[src/rtl/core/lbrl_pkg.sv]
// shared types and codes of the leaky bucket rate limiter
`default_nettype none
package lbrl_pkg;

    localparam int WORD_W = 32;

    typedef logic [WORD_W-1:0] t_word;
    typedef logic [1:0]        t_op;
    typedef logic [1:0]        t_cfg_idx;

    // item operation codes
    localparam t_op OP_BORROW = 2'd0;
    localparam t_op OP_LEAK   = 2'd1;
    localparam t_op OP_UPDATE = 2'd2;
    localparam t_op OP_NONE   = 2'd3;

    // configuration register indexes
    localparam t_cfg_idx CFG_ENABLED   = 2'd0;
    localparam t_cfg_idx CFG_MAX_RATE  = 2'd1;
    localparam t_cfg_idx CFG_MAX_DELAY = 2'd2;
    localparam t_cfg_idx CFG_UNUSED    = 2'd3;

endpackage
`default_nettype wire

[src/rtl/core/lbrl_mul.sv]
// bit-serial shift-add fixed point multiplier with saturation
`default_nettype none
module lbrl_mul #(
    parameter int FRAC_BITS = 16
) (
    input  wire            i_clk,
    input  wire            i_rst_n,
    input  wire            i_start,
    input  lbrl_pkg::t_word i_a,
    input  lbrl_pkg::t_word i_b,
    output logic           o_busy,
    output lbrl_pkg::t_word o_result
);
    import lbrl_pkg::*;

    localparam int CNT_W = $clog2(WORD_W + 1);

    logic [CNT_W-1:0]    r_cnt;
    logic [2*WORD_W-1:0] r_acc;
    t_word               r_mcand;
    logic [WORD_W:0]     w_sum;
    logic                w_sat;

    assign o_busy = (r_cnt != '0);

    // one multiplier bit per cycle, partial sum shifts right
    assign w_sum = {1'b0, r_acc[2*WORD_W-1:WORD_W]}
                 + (r_acc[0] ? {1'b0, r_mcand} : {(WORD_W+1){1'b0}});

    always_ff @(posedge i_clk) begin
        if (!i_rst_n) begin
            r_cnt <= '0;
        end else if (i_start) begin
            r_cnt <= CNT_W'(WORD_W);
        end else if (o_busy) begin
            r_cnt <= r_cnt - 1'b1;
        end
    end

    always_ff @(posedge i_clk) begin
        if (i_start) begin
            r_acc   <= {{WORD_W{1'b0}}, i_b};
            r_mcand <= i_a;
        end else if (o_busy) begin
            r_acc <= {w_sum, r_acc[WORD_W-1:1]};
        end
    end

    // drop the fraction, clamp at full scale
    assign w_sat    = |r_acc[2*WORD_W-1:WORD_W+FRAC_BITS];
    assign o_result = w_sat ? {WORD_W{1'b1}} : r_acc[WORD_W+FRAC_BITS-1:FRAC_BITS];

endmodule
`default_nettype wire

[src/rtl/core/lbrl_div.sv]
// bit-serial restoring divider, one quotient bit per cycle
`default_nettype none
module lbrl_div #(
    parameter int DW = 33
) (
    input  wire             i_clk,
    input  wire             i_rst_n,
    input  wire             i_start,
    input  wire  [DW-1:0]   i_dividend,
    input  lbrl_pkg::t_word i_divisor,
    output logic            o_busy,
    output logic [DW-1:0]   o_quot
);
    import lbrl_pkg::*;

    localparam int CNT_W = $clog2(DW + 1);

    logic [CNT_W-1:0] r_cnt;
    logic [DW-1:0]    r_dq;
    t_word            r_rem;
    t_word            r_dvs;
    logic [WORD_W:0]  w_trial;
    logic [WORD_W+1:0] w_diff;
    logic             w_qbit;

    assign o_busy = (r_cnt != '0);

    // bring down the next dividend bit and try a subtract
    assign w_trial = {r_rem, r_dq[DW-1]};
    assign w_diff  = {1'b0, w_trial} - {2'b00, r_dvs};
    assign w_qbit  = !w_diff[WORD_W+1];

    always_ff @(posedge i_clk) begin
        if (!i_rst_n) begin
            r_cnt <= '0;
        end else if (i_start) begin
            r_cnt <= CNT_W'(DW);
        end else if (o_busy) begin
            r_cnt <= r_cnt - 1'b1;
        end
    end

    always_ff @(posedge i_clk) begin
        if (i_start) begin
            r_dq  <= i_dividend;
            r_rem <= '0;
            r_dvs <= i_divisor;
        end else if (o_busy) begin
            r_dq  <= {r_dq[DW-2:0], w_qbit};
            r_rem <= w_qbit ? w_diff[WORD_W-1:0] : w_trial[WORD_W-1:0];
        end
    end

    assign o_quot = r_dq;

endmodule
`default_nettype wire

[src/rtl/core/leaky_bucket_rate_limiter_core.sv]
// top level of the leaky bucket rate limiter
`default_nettype none
// steps: borrow and unused op pass from the apply step through the finish step to the
// output register; leak tick first waits in the run step for the bit-serial multiplier and divider,
// update limit for the bit-serial multiplier only (fixed point is Q16.16 at FRAC_BITS 16)
// throughput: one item at a time; the next input transaction may be taken while
// a result still waits in the output register
// reset clears sequencer, configuration, bucket state and output valid; a configuration
// write that hits a register keeps both channels stalled while the ceiling is recomputed
module leaky_bucket_rate_limiter_core #(
    parameter int FRAC_BITS = 16
) (
    input  wire                  i_clk,
    input  wire                  i_rst_n,
    // item input channel
    input  wire                  i_in_valid,
    output logic                 o_in_ready,
    input  lbrl_pkg::t_op        i_op,
    input  lbrl_pkg::t_word      i_interval,
    input  lbrl_pkg::t_word      i_limit,
    // result output channel
    output logic                 o_out_valid,
    input  wire                  i_out_ready,
    output logic                 o_below_limit,
    output logic                 o_granted,
    output logic                 o_slot_freed,
    output lbrl_pkg::t_word      o_next_interval,
    output lbrl_pkg::t_word      o_level,
    // configuration write channel
    input  wire                  i_cfg_valid,
    output logic                 o_cfg_ready,
    input  lbrl_pkg::t_cfg_idx   i_cfg_index,
    input  lbrl_pkg::t_word      i_cfg_data
);
    import lbrl_pkg::*;

    // fixed point constants, all settled at elaboration
    localparam t_word           UNIT    = WORD_W'(64'd1 << FRAC_BITS);
    localparam longint unsigned STRETCH = ((64'd1001 << FRAC_BITS) + 64'd500) / 64'd1000;
    localparam int              DIV_W   = 2 * FRAC_BITS + 1;
    localparam logic [DIV_W-1:0] DIVIDEND = DIV_W'(STRETCH << FRAC_BITS);

    // sequencer states
    localparam logic [2:0] S_IDLE   = 3'd0;
    localparam logic [2:0] S_RELOAD = 3'd1;
    localparam logic [2:0] S_RUN    = 3'd2;
    localparam logic [2:0] S_APPLY  = 3'd3;
    localparam logic [2:0] S_FIN    = 3'd4;

    logic [2:0] r_state, n_state;

    // configuration and bucket state
    logic  r_enabled;
    t_word r_max_rate;
    t_word r_max_delay;
    t_word r_fill;
    t_word r_leak_rate;
    t_word r_ceiling;

    // item in flight
    t_op   r_op;
    logic  r_before;
    logic  r_granted;
    t_word r_next;

    // output register
    logic  r_out_valid;
    logic  r_below_limit;
    logic  r_granted_o;
    logic  r_slot_freed;
    t_word r_next_o;
    t_word r_level_o;

    // handshakes; configuration wins when both arrive together
    logic w_in_acc;
    logic w_cfg_acc;
    logic w_cfg_hit;
    logic w_out_free;

    // serial units
    logic             w_mul_start;
    logic             w_mul_busy;
    t_word            w_mul_a;
    t_word            w_mul_b;
    t_word            w_mul_res;
    logic             w_div_start;
    logic             w_div_busy;
    logic [DIV_W-1:0] w_div_quot;

    t_word w_cfg_rate;
    t_word w_cfg_delay;
    t_word w_lim_rate;
    logic  w_room_now;

    // ceiling exceeds level by at least one unit
    function automatic logic f_has_room(t_word ceil_v, t_word fill_v);
        logic [WORD_W:0] diff;
        diff = {1'b0, ceil_v} - {1'b0, fill_v};
        return !diff[WORD_W] && (diff[WORD_W-1:0] >= UNIT);
    endfunction

    assign o_cfg_ready = (r_state == S_IDLE);
    assign o_in_ready  = (r_state == S_IDLE) && !i_cfg_valid;
    assign w_in_acc    = i_in_valid && o_in_ready;
    assign w_cfg_acc   = i_cfg_valid && o_cfg_ready;
    assign w_cfg_hit   = w_cfg_acc && (i_cfg_index != CFG_UNUSED);
    assign w_out_free  = !r_out_valid || i_out_ready;

    // register values as they stand after this configuration transaction
    assign w_cfg_rate  = (i_cfg_index == CFG_MAX_RATE)  ? i_cfg_data : r_max_rate;
    assign w_cfg_delay = (i_cfg_index == CFG_MAX_DELAY) ? i_cfg_data : r_max_delay;
    // update limit: new leak rate is the smaller of limit and max rate
    assign w_lim_rate  = (i_limit < r_max_rate) ? i_limit : r_max_rate;

    // the multiplier serves the reload, the leak amount and the new ceiling
    assign w_mul_start = w_cfg_hit ||
                         (w_in_acc && ((i_op == OP_LEAK) || (i_op == OP_UPDATE)));
    always_comb begin
        w_mul_a = w_cfg_rate;
        w_mul_b = w_cfg_delay;
        if (!w_cfg_acc) begin
            if (i_op == OP_LEAK) begin
                w_mul_a = r_leak_rate;
                w_mul_b = i_interval;
            end else begin
                w_mul_a = w_lim_rate;
                w_mul_b = r_max_delay;
            end
        end
    end

    // the divider runs on every leak tick, its quotient used only above one unit
    assign w_div_start = w_in_acc && (i_op == OP_LEAK);

    lbrl_mul #(
        .FRAC_BITS (FRAC_BITS)
    ) u_mul (
        .i_clk    (i_clk),
        .i_rst_n  (i_rst_n),
        .i_start  (w_mul_start),
        .i_a      (w_mul_a),
        .i_b      (w_mul_b),
        .o_busy   (w_mul_busy),
        .o_result (w_mul_res)
    );

    lbrl_div #(
        .DW (DIV_W)
    ) u_div (
        .i_clk      (i_clk),
        .i_rst_n    (i_rst_n),
        .i_start    (w_div_start),
        .i_dividend (DIVIDEND),
        .i_divisor  (r_leak_rate),
        .o_busy     (w_div_busy),
        .o_quot     (w_div_quot)
    );

    assign w_room_now = f_has_room(r_ceiling, r_fill);

    // sequencer
    always_comb begin
        n_state = r_state;
        unique case (r_state)
            S_IDLE: begin
                if (w_cfg_hit) begin
                    n_state = S_RELOAD;
                end else if (w_in_acc) begin
                    n_state = ((i_op == OP_LEAK) || (i_op == OP_UPDATE)) ? S_RUN : S_APPLY;
                end
            end
            S_RELOAD: begin
                if (!w_mul_busy) begin
                    n_state = S_IDLE;
                end
            end
            S_RUN: begin
                if (!w_mul_busy && !w_div_busy) begin
                    n_state = S_APPLY;
                end
            end
            S_APPLY: n_state = S_FIN;
            S_FIN: begin
                if (w_out_free) begin
                    n_state = S_IDLE;
                end
            end
            default: n_state = S_IDLE;
        endcase
    end

    always_ff @(posedge i_clk) begin
        if (!i_rst_n) begin
            r_state     <= S_IDLE;
            r_enabled   <= 1'b0;
            r_max_rate  <= '0;
            r_max_delay <= '0;
            r_fill      <= '0;
            r_leak_rate <= '0;
            r_ceiling   <= '0;
            r_out_valid <= 1'b0;
        end else begin
            r_state <= n_state;

            // configuration transaction: store and reload the leak rate
            if (w_cfg_hit) begin
                unique case (i_cfg_index)
                    CFG_ENABLED:   r_enabled   <= i_cfg_data[0];
                    CFG_MAX_RATE:  r_max_rate  <= i_cfg_data;
                    CFG_MAX_DELAY: r_max_delay <= i_cfg_data;
                    default:       r_enabled   <= r_enabled;
                endcase
                r_leak_rate <= w_cfg_rate;
            end

            if (w_in_acc && (i_op == OP_UPDATE)) begin
                r_leak_rate <= w_lim_rate;
            end

            if ((r_state == S_RELOAD) && !w_mul_busy) begin
                r_ceiling <= w_mul_res;
            end

            if (r_state == S_APPLY) begin
                case (r_op)
                    OP_BORROW: begin
                        if (r_enabled && r_before) begin
                            r_fill <= r_fill + UNIT;
                        end
                    end
                    OP_LEAK: begin
                        // drain clamps at empty
                        r_fill <= (r_fill > w_mul_res) ? (r_fill - w_mul_res) : '0;
                    end
                    OP_UPDATE: r_ceiling <= w_mul_res;
                    default: r_fill <= r_fill;
                endcase
            end

            if ((r_state == S_FIN) && w_out_free) begin
                r_out_valid <= 1'b1;
            end else if (i_out_ready) begin
                r_out_valid <= 1'b0;
            end
        end
    end

    // item payload, no reset needed
    always_ff @(posedge i_clk) begin
        if (w_in_acc) begin
            r_op      <= i_op;
            r_before  <= w_room_now;
            r_granted <= 1'b0;
            r_next    <= '0;
        end else if (r_state == S_APPLY) begin
            if (r_op == OP_BORROW) begin
                r_granted <= !r_enabled || r_before;
            end
            if (r_op == OP_LEAK) begin
                // next tick in 1.001 / rate above one unit, else one second
                r_next <= (r_leak_rate > UNIT) ?
                          {{(WORD_W-FRAC_BITS-1){1'b0}}, w_div_quot[FRAC_BITS:0]} : UNIT;
            end
        end
    end

    // result register, loaded when the previous result has been taken
    always_ff @(posedge i_clk) begin
        if ((r_state == S_FIN) && w_out_free) begin
            r_below_limit <= !r_enabled || w_room_now;
            r_granted_o   <= r_granted;
            r_slot_freed  <= (r_op == OP_LEAK) && !r_before && w_room_now;
            r_next_o      <= r_next;
            r_level_o     <= r_fill;
        end
    end

    assign o_out_valid     = r_out_valid;
    assign o_below_limit   = r_below_limit;
    assign o_granted       = r_granted_o;
    assign o_slot_freed    = r_slot_freed;
    assign o_next_interval = r_next_o;
    assign o_level         = r_level_o;

    // a leak or update transaction always sets the multiplier going
    a_mul_started: assert property (@(posedge i_clk) disable iff (!i_rst_n)
        (w_in_acc && ((i_op == OP_LEAK) || (i_op == OP_UPDATE))) |=> w_mul_busy)
        else $error("multiplier not started for leak or update");

    // no serial unit may still be running once the sequencer is idle
    a_idle_units: assert property (@(posedge i_clk) disable iff (!i_rst_n)
        (r_state == S_IDLE) |-> (!w_mul_busy && !w_div_busy))
        else $error("serial unit busy while idle");

    // the output register fills only from the finishing step
    a_out_from_fin: assert property (@(posedge i_clk) disable iff (!i_rst_n)
        $rose(r_out_valid) |-> ($past(r_state) == S_FIN))
        else $error("result loaded outside finishing step");

    // a result never carries both a grant and a freed slot
    a_flags_exclusive: assert property (@(posedge i_clk) disable iff (!i_rst_n)
        o_out_valid |-> !(o_granted && o_slot_freed))
        else $error("granted and slot_freed together");

endmodule
`default_nettype wire
[config.mk]
export PLATFORM = sky130hd
export DESIGN_NAME = leaky_bucket_rate_limiter_core
export DESIGN_NICKNAME = d
export VERILOG_FILES = /design/src/rtl/core/lbrl_pkg.sv /design/src/rtl/core/lbrl_mul.sv /design/src/rtl/core/lbrl_div.sv /design/src/rtl/core/leaky_bucket_rate_limiter_core.sv
export SDC_FILE = /design/constraint.sdc
export NUM_CORES = 1
export LEC_CHECK = 0
export BUFFER_PORTS_ARGS = -buffer_cell sky130_fd_sc_hd__buf_2
export CAP_MARGIN = 30
export CORE_ASPECT_RATIO = 1.25
export CORE_MARGIN = 2
export CORE_UTILIZATION = 50
export CTS_CLUSTER_SIZE = 14
export DETAILED_ROUTE_END_ITERATION = 10
export HOLD_SLACK_MARGIN = 0.1
export PLACE_DENSITY_LB_ADDON = 0.3
export SLEW_MARGIN = 10
export SYNTH_ARGS = -nofsm -noshare
export SYNTH_HDL_FRONTEND = slang
export SYNTH_HIERARCHICAL = 1
export SYNTH_SLANG_ARGS = --single-unit
[constraint.sdc]
create_clock -name i_clk -period 8 [get_ports i_clk]
set_clock_uncertainty 0.05 [all_clocks]
set_input_delay 1.6 -clock i_clk [delete_from_list [all_inputs] [get_ports i_clk]]
set_output_delay 1.6 -clock i_clk [all_outputs]
set_load 0.01 [all_outputs]
Word-level counts from Yosys, hierarchy flattened. Cells that the tools add are included.

Reductions and logical operators: 45. Muxes and demuxes: 34. Magnitude comparators: 4. Eq/ne operators: 16. Bitwise logic cells: 1. Add/sub/neg operators: 7.

Operators by type and width (number): $mux 32 (19); $pmux 32 s2 (1); $sub 33x32->34 (1); $add 32x32->33 (1); $sub 32x32->33 (1); $add 32x17->32 const B (1); $ge 32x17->1 const B (1); $gt 32x17->1 const B (1); $gt 32x32->1 (1); $lt 32x32->1 (1); $sub 32x32->32 (1); $mux 6 (4); $mux 17 (1); $reduce_or 16->1 (1); $mux 3 (5); $pmux 3 s5 (1); $logic_and 1x1->1 (14); $reduce_bool 6->1 (2); $sub 6x1->6 const B (2); $ne 2x2->1 const B (5); $reduce_bool 2->1 (5); $logic_not 1->1 (8); $eq 2x1->1 const B (3); $eq 2x2->1 const B (3); 13 further kinds (24).

Input port bits: 105. Output and inout port bits: 70. Word-level logic and storage cells: 134. Flip-flop bits (word level): 473.

Longest topological paths before layout.
Depth after elaboration: 6. Mapped depth: 18. Mapped depth without buffers: 15.

Hierarchy. Netlist, hierarchy kept.

By module, submodules not included: leaky_bucket_rate_limiter_core (times used 1, area each 14931.8 µm², cells an instance 1922, sequential area each 5315.1 µm²); lbrl_div (times used 1, area each 6095.8 µm², cells an instance 618, sequential area each 2712.6 µm²); lbrl_mul (times used 1, area each 6038.3 µm², cells an instance 588, sequential area each 2682.6 µm²).

Worst setup path after synthesis. No wires, ideal clock.

Kind: input port to flip-flop. From: input i_cfg_valid. To: register u_mul.r_acc[0], enable pin. Path buffers: 1. Slack: 1.458 ns. Arrival: 6.105 ns. Required time: 7.563 ns. Stages on the path: 6. Path through: nor4_1 > nand2_1 > o21ai_0 > nor2_1 > clkbuf_1 > inv_1.

Longest elaborated chain between the ends: 6. Elaborated cells on any way between the ends: 8. Classes of those cells: 8 x reduce/logical.

RTL lines: from (decl) (RTL line leaky_bucket_rate_limiter_core.sv:30) `input wire i_cfg_valid,`; $logic_not 1->1 (RTL line leaky_bucket_rate_limiter_core.sv:103) `assign o_in_ready = (r_state == S_IDLE) && !i_cfg_valid;`; $logic_and 1x1->1 (RTL line leaky_bucket_rate_limiter_core.sv:103); $logic_and 1x1->1 (RTL line leaky_bucket_rate_limiter_core.sv:104) `assign w_in_acc = i_in_valid && o_in_ready;`; $logic_and 1x1->1 (RTL line leaky_bucket_rate_limiter_core.sv:117) `(w_in_acc && ((i_op == OP_LEAK) || (i_op == OP_UPDATE)));`; $logic_or 1x1->1 * (RTL line leaky_bucket_rate_limiter_core.sv:116) `assign w_mul_start = w_cfg_hit ||`; via w_mul_start (RTL line leaky_bucket_rate_limiter_core.sv:81) `logic w_mul_start;`; $reduce_bool 2->1 (no line) *; to (signal assigned) (RTL line lbrl_mul.sv:42) `r_acc <= {{WORD_W{1'b0}}, i_b};`; to (signal assigned) (RTL line lbrl_mul.sv:45) `r_acc <= {w_sum, r_acc[WORD_W-1:1]};`; to (decl) (RTL line lbrl_mul.sv:19) `logic [2*WORD_W-1:0] r_acc;`.

The timed path passes the listed nets; every way through them passes the cells marked *. A chain may end at the register's enable or synchronous reset.

Worst setup path in the final report.
From: register u_mul.r_acc[58]. To: register r_fill[13].

Longest elaborated chain between the ends: 5. Elaborated cells on any way between the ends: 6. Classes of those cells: 1 x add/sub; 1 x order compare; 3 x mux; 1 x reduce/logical.

RTL lines: $reduce_or 16->1 * (RTL line lbrl_mul.sv:50) `assign w_sat = |r_acc[2*WORD_W-1:WORD_W+FRAC_BITS];`; $mux 32 * (RTL line lbrl_mul.sv:51) `assign o_result = w_sat ? {WORD_W{1'b1}} : r_acc[WORD_W+FRAC_BITS-1:FRAC_BITS];`; via w_mul_res[0] (RTL line leaky_bucket_rate_limiter_core.sv:85) `t_word w_mul_res;`; $sub 32x32->32 or $gt 32x32->1 (tied branches) (RTL line leaky_bucket_rate_limiter_core.sv:233) `r_fill <= (r_fill > w_mul_res) ? (r_fill - w_mul_res) : '0;`; $mux 32 * (RTL line leaky_bucket_rate_limiter_core.sv:233); $pmux 32 s2 * (RTL line leaky_bucket_rate_limiter_core.sv:225) `case (r_op)`; to (signal assigned) (RTL line leaky_bucket_rate_limiter_core.sv:228) `r_fill <= r_fill + UNIT;`; to (signal assigned) (RTL line leaky_bucket_rate_limiter_core.sv:233); to (signal assigned) (RTL line leaky_bucket_rate_limiter_core.sv:236) `default: r_fill <= r_fill;`; to (decl) (RTL line leaky_bucket_rate_limiter_core.sv:56) `t_word r_fill;`.

Marked as above.

==> results_dict.tcl <==
set metrics [dict create \
    dieArea_mm2 0.0560 \
    postCtsSetupBuffers 0 \
    avgRoutedWirePerCell_um 20.3 \
    dpl.hpwl_mm 59.6 \
    core-area_mm2 0.0536 \
    tritoncts "done" \
    drive_gt1_frac 0.133 \
    ys_seq_area_frac 0.396 \
    relSlewSlack 0.377 \
    tightest_slew_ns 0.922 \
    grt_pass1_wl_mm 127 \
    cts-root-buf "clkbuf_16" \
    clk-insertion-delay-late_ns 0.59 \
    place_congestion 0.985 \
    overflow 0 \
    die_w_um 212 \
    port-buffer-count 159 \
    cts_sinks 443 \
    die_h_um 264 \
    netlist_area_mm2 0.0271 \
    slew_violations 0 \
    drtIter0Drc 2118 \
    avgSynthCellArea_um2 8.65 \
    p_leak_nw 12.1 \
    required_ns 8.47 \
    layout_worst_path_cycle_share 0.607 \
    p_per_area_mw_per_mm2 363 \
    num_rows 95 \
    fillers 4870 \
    hold_class "reg2reg" \
    seq_area_mm2 0.0107 \
    ys_warn_count 6 \
    synth-edff-count 184 \
    grt_pass1_vias 22779 \
    cts_buffers 47 \
    hp-start "r_next[16]" \
    grt_max_degree 68 \
    viasPerCell 5.99 \
    crit_type "reg2reg" \
    path_clk_slew_ns 0.07 \
    rsz0062_at_grt "false" \
    first_pass_iters 6 \
    cts_hold_buf 0 \
    reg2reg_from "u_mul/r_acc[58]" \
    multi_input_comb_area_mm2 0.0150 \
    finalSetupViolCount 0 \
    fin_crit_ns 4.85 \
    finalPower_mw 10.9 \
    wl_mm 81.3 \
    async_reset_ff_frac 0 \
    worstSetupEndpointType "flip-flop" \
    fin_tns_setup_ns 0 \
    cts_resized 0 \
    synth-seq-cells 443 \
    layout.nets 3510 \
    htreeDepth 2 \
    drc 0 \
    ys_types 108 \
    status "complete, no violations" \
    path_max_fanout 24 \
    pin_count 175 \
    cts_buffer_depth 3 \
    worstSetupStartpoint "u_mul/r_acc[58]" \
    grt_antenna_before_repair 2 \
    area_growth_pct 10.9 \
    drtAntennaViolNets 0 \
    vias 23993 \
    synth_cells 3128 \
    ir_worst_vdd_v 0.000289 \
    max_freq_ghz 0.206 \
    grt_usage 0.285 \
    drv_cap 0 \
    worstSetupStartpointType "flip-flop" \
    cp.arrival_ns 5.32 \
    hold_violations 0 \
    synth_ff_type "dfxtp_1" \
    start_util 0.505 \
]
## cell usage in the layout (no fill, tap or decap), types with 38 or more instances in the layout
cell	instances
o21ai_0	101
nor3_1	38
a21oi_1	329
and2_1	44
clkbuf_16	48
edfxtp_1	184
conb_1	48
nand3_1	48
a21o_1	47
xnor2_1	49
inv_1	182
dfxtp_1	259
a221oi_1	40
o22ai_1	66
ha_1	165
nor3b_1	42
mux2_2	67
mux2i_1	41
nand2_1	390
nor2_1	316
buf_2	159
## power breakdown
part | switching [mW] | leakage (nW) | internal [mW] | total, mW
clock | 0.964 | 0.718 | 1.17 | 2.13
combinational | 3.23 | 7.47 | 2.10 | 5.33
sequential | 0.374 | 3.91 | 3.05 | 3.43
## per-stage QoR
stage / instance area (um^2) / std cells / hold slack [ns] / setup WS (ns) / utilization
2_1_floorplan: 27200 / 3174 / 0.358 / 1.46 / -
3_3_place_gp: 28400 / 3905 / 0.368 / 2.31 / 0.529
3_5_place_dp: 28500 / 3914 / 0.369 / 2.94 / 0.532
4_1_cts: 30000 / 4002 / 0.385 / 3.19 / 0.560
5_1_grt: 30000 / 4003 / 0.395 / 2.83 / 0.560
6_report: 30000 / 4003 / 0.388 / 3.15 / 0.560
## worst max-delay path, stage by stage (launching register included)
cell	delay, ns
dfxtp_1	0.33
nor4_1	0.40
nand4_1	0.44
buf_6	0.32
or2_2	0.30
ha_1	0.20
inv_1	0.08
fa_1	0.25
a211oi_1	0.10
nor2_1	0.23
o211ai_1	0.22
a211oi_1	0.33
o21bai_1	0.12
a21oi_2	0.36
and2_1	0.54
buf_8	0.24
nand3b_1	0.11
a21oi_1	0.15
## metal layers
layer,track usage,vias to the layer above,share of wire
li1,-,11487,-
met1,0.376,11426,0.42
met2,0.474,900,0.47
met3,0.0325,178,0.064
met4,0.122,2,0.045
met5,0,-,0.000086
## kinds of logic (layout without fill, tap and decap cells)
group / Yosys count / after routing / share of synthesized area
compound gates: 890 / 890 / 0.217
simple gates: 1075 / 1075 / 0.184
other cells: 2 / 49 / 0.000277
xor+xnor: 72 / 72 / 0.0233
buf+inv: 369 / 470 / 0.0572
fa+ha+maj: 169 / 169 / 0.0792
flops: 443 / 443 / 0.396
mux: 108 / 108 / 0.0430
## Yosys cell counts, drive strengths merged (36+ instances only)
cell | count | share of area
nand2 | 395 | 0.055
a21oi | 338 | 0.064
nor2 | 318 | 0.044
dfxtp | 259 | 0.19
edfxtp | 184 | 0.20
inv | 184 | 0.026
ha | 165 | 0.076
clkbuf | 127 | 0.018
o21ai | 112 | 0.021
mux2 | 67 | 0.028
o22ai | 67 | 0.016
buf | 56 | 0.013
a21o | 49 | 0.014
and2 | 49 | 0.012
xnor2 | 49 | 0.016
nand3 | 48 | 0.0089
nor3b | 43 | 0.012
a221oi | 41 | 0.014
mux2i | 41 | 0.015
nor3 | 40 | 0.0076
a22oi | 37 | 0.010
or2 | 37 | 0.0086
nand4 | 36 | 0.0083
## registers in the layout, indices dropped and copies added (netlist names), 6 cells and up
signal,count
r_leak_rate,32
o_next_interval,17
u_mul/r_cnt,6
r_max_delay,32
r_fill,32
u_div/o_quot,33
u_div/r_cnt,6
u_div/r_dvs,32
u_mul/r_mcand,32
r_ceiling,32
u_mul/r_acc,64
r_next,17
u_div/r_rem,32
o_level,32
r_max_rate,32
## final timing paths
check                             end  slack [ns]  depth (start not counted)
setup / recovery           r_fill[13]        3.15                         17
hold / removal    o_next_interval[16]        0.39                          0
setup reg to reg           r_fill[13]        3.15                         17
hold reg to reg   o_next_interval[16]        0.39                          0
## cell type report
cell class | instances | area share
well taps | 727 | 0.0303
inverters | 184 | 0.0231
clock inverters | 25 | 0.00650
clock buffers | 63 | 0.0426
repair buffers | 198 | 0.0396
flip-flops and latches | 443 | 0.357
multi-input cells | 2362 | 0.501
diodes | 1 | 0.0000834
Note: power is estimated with default switching activity, not from simulation.
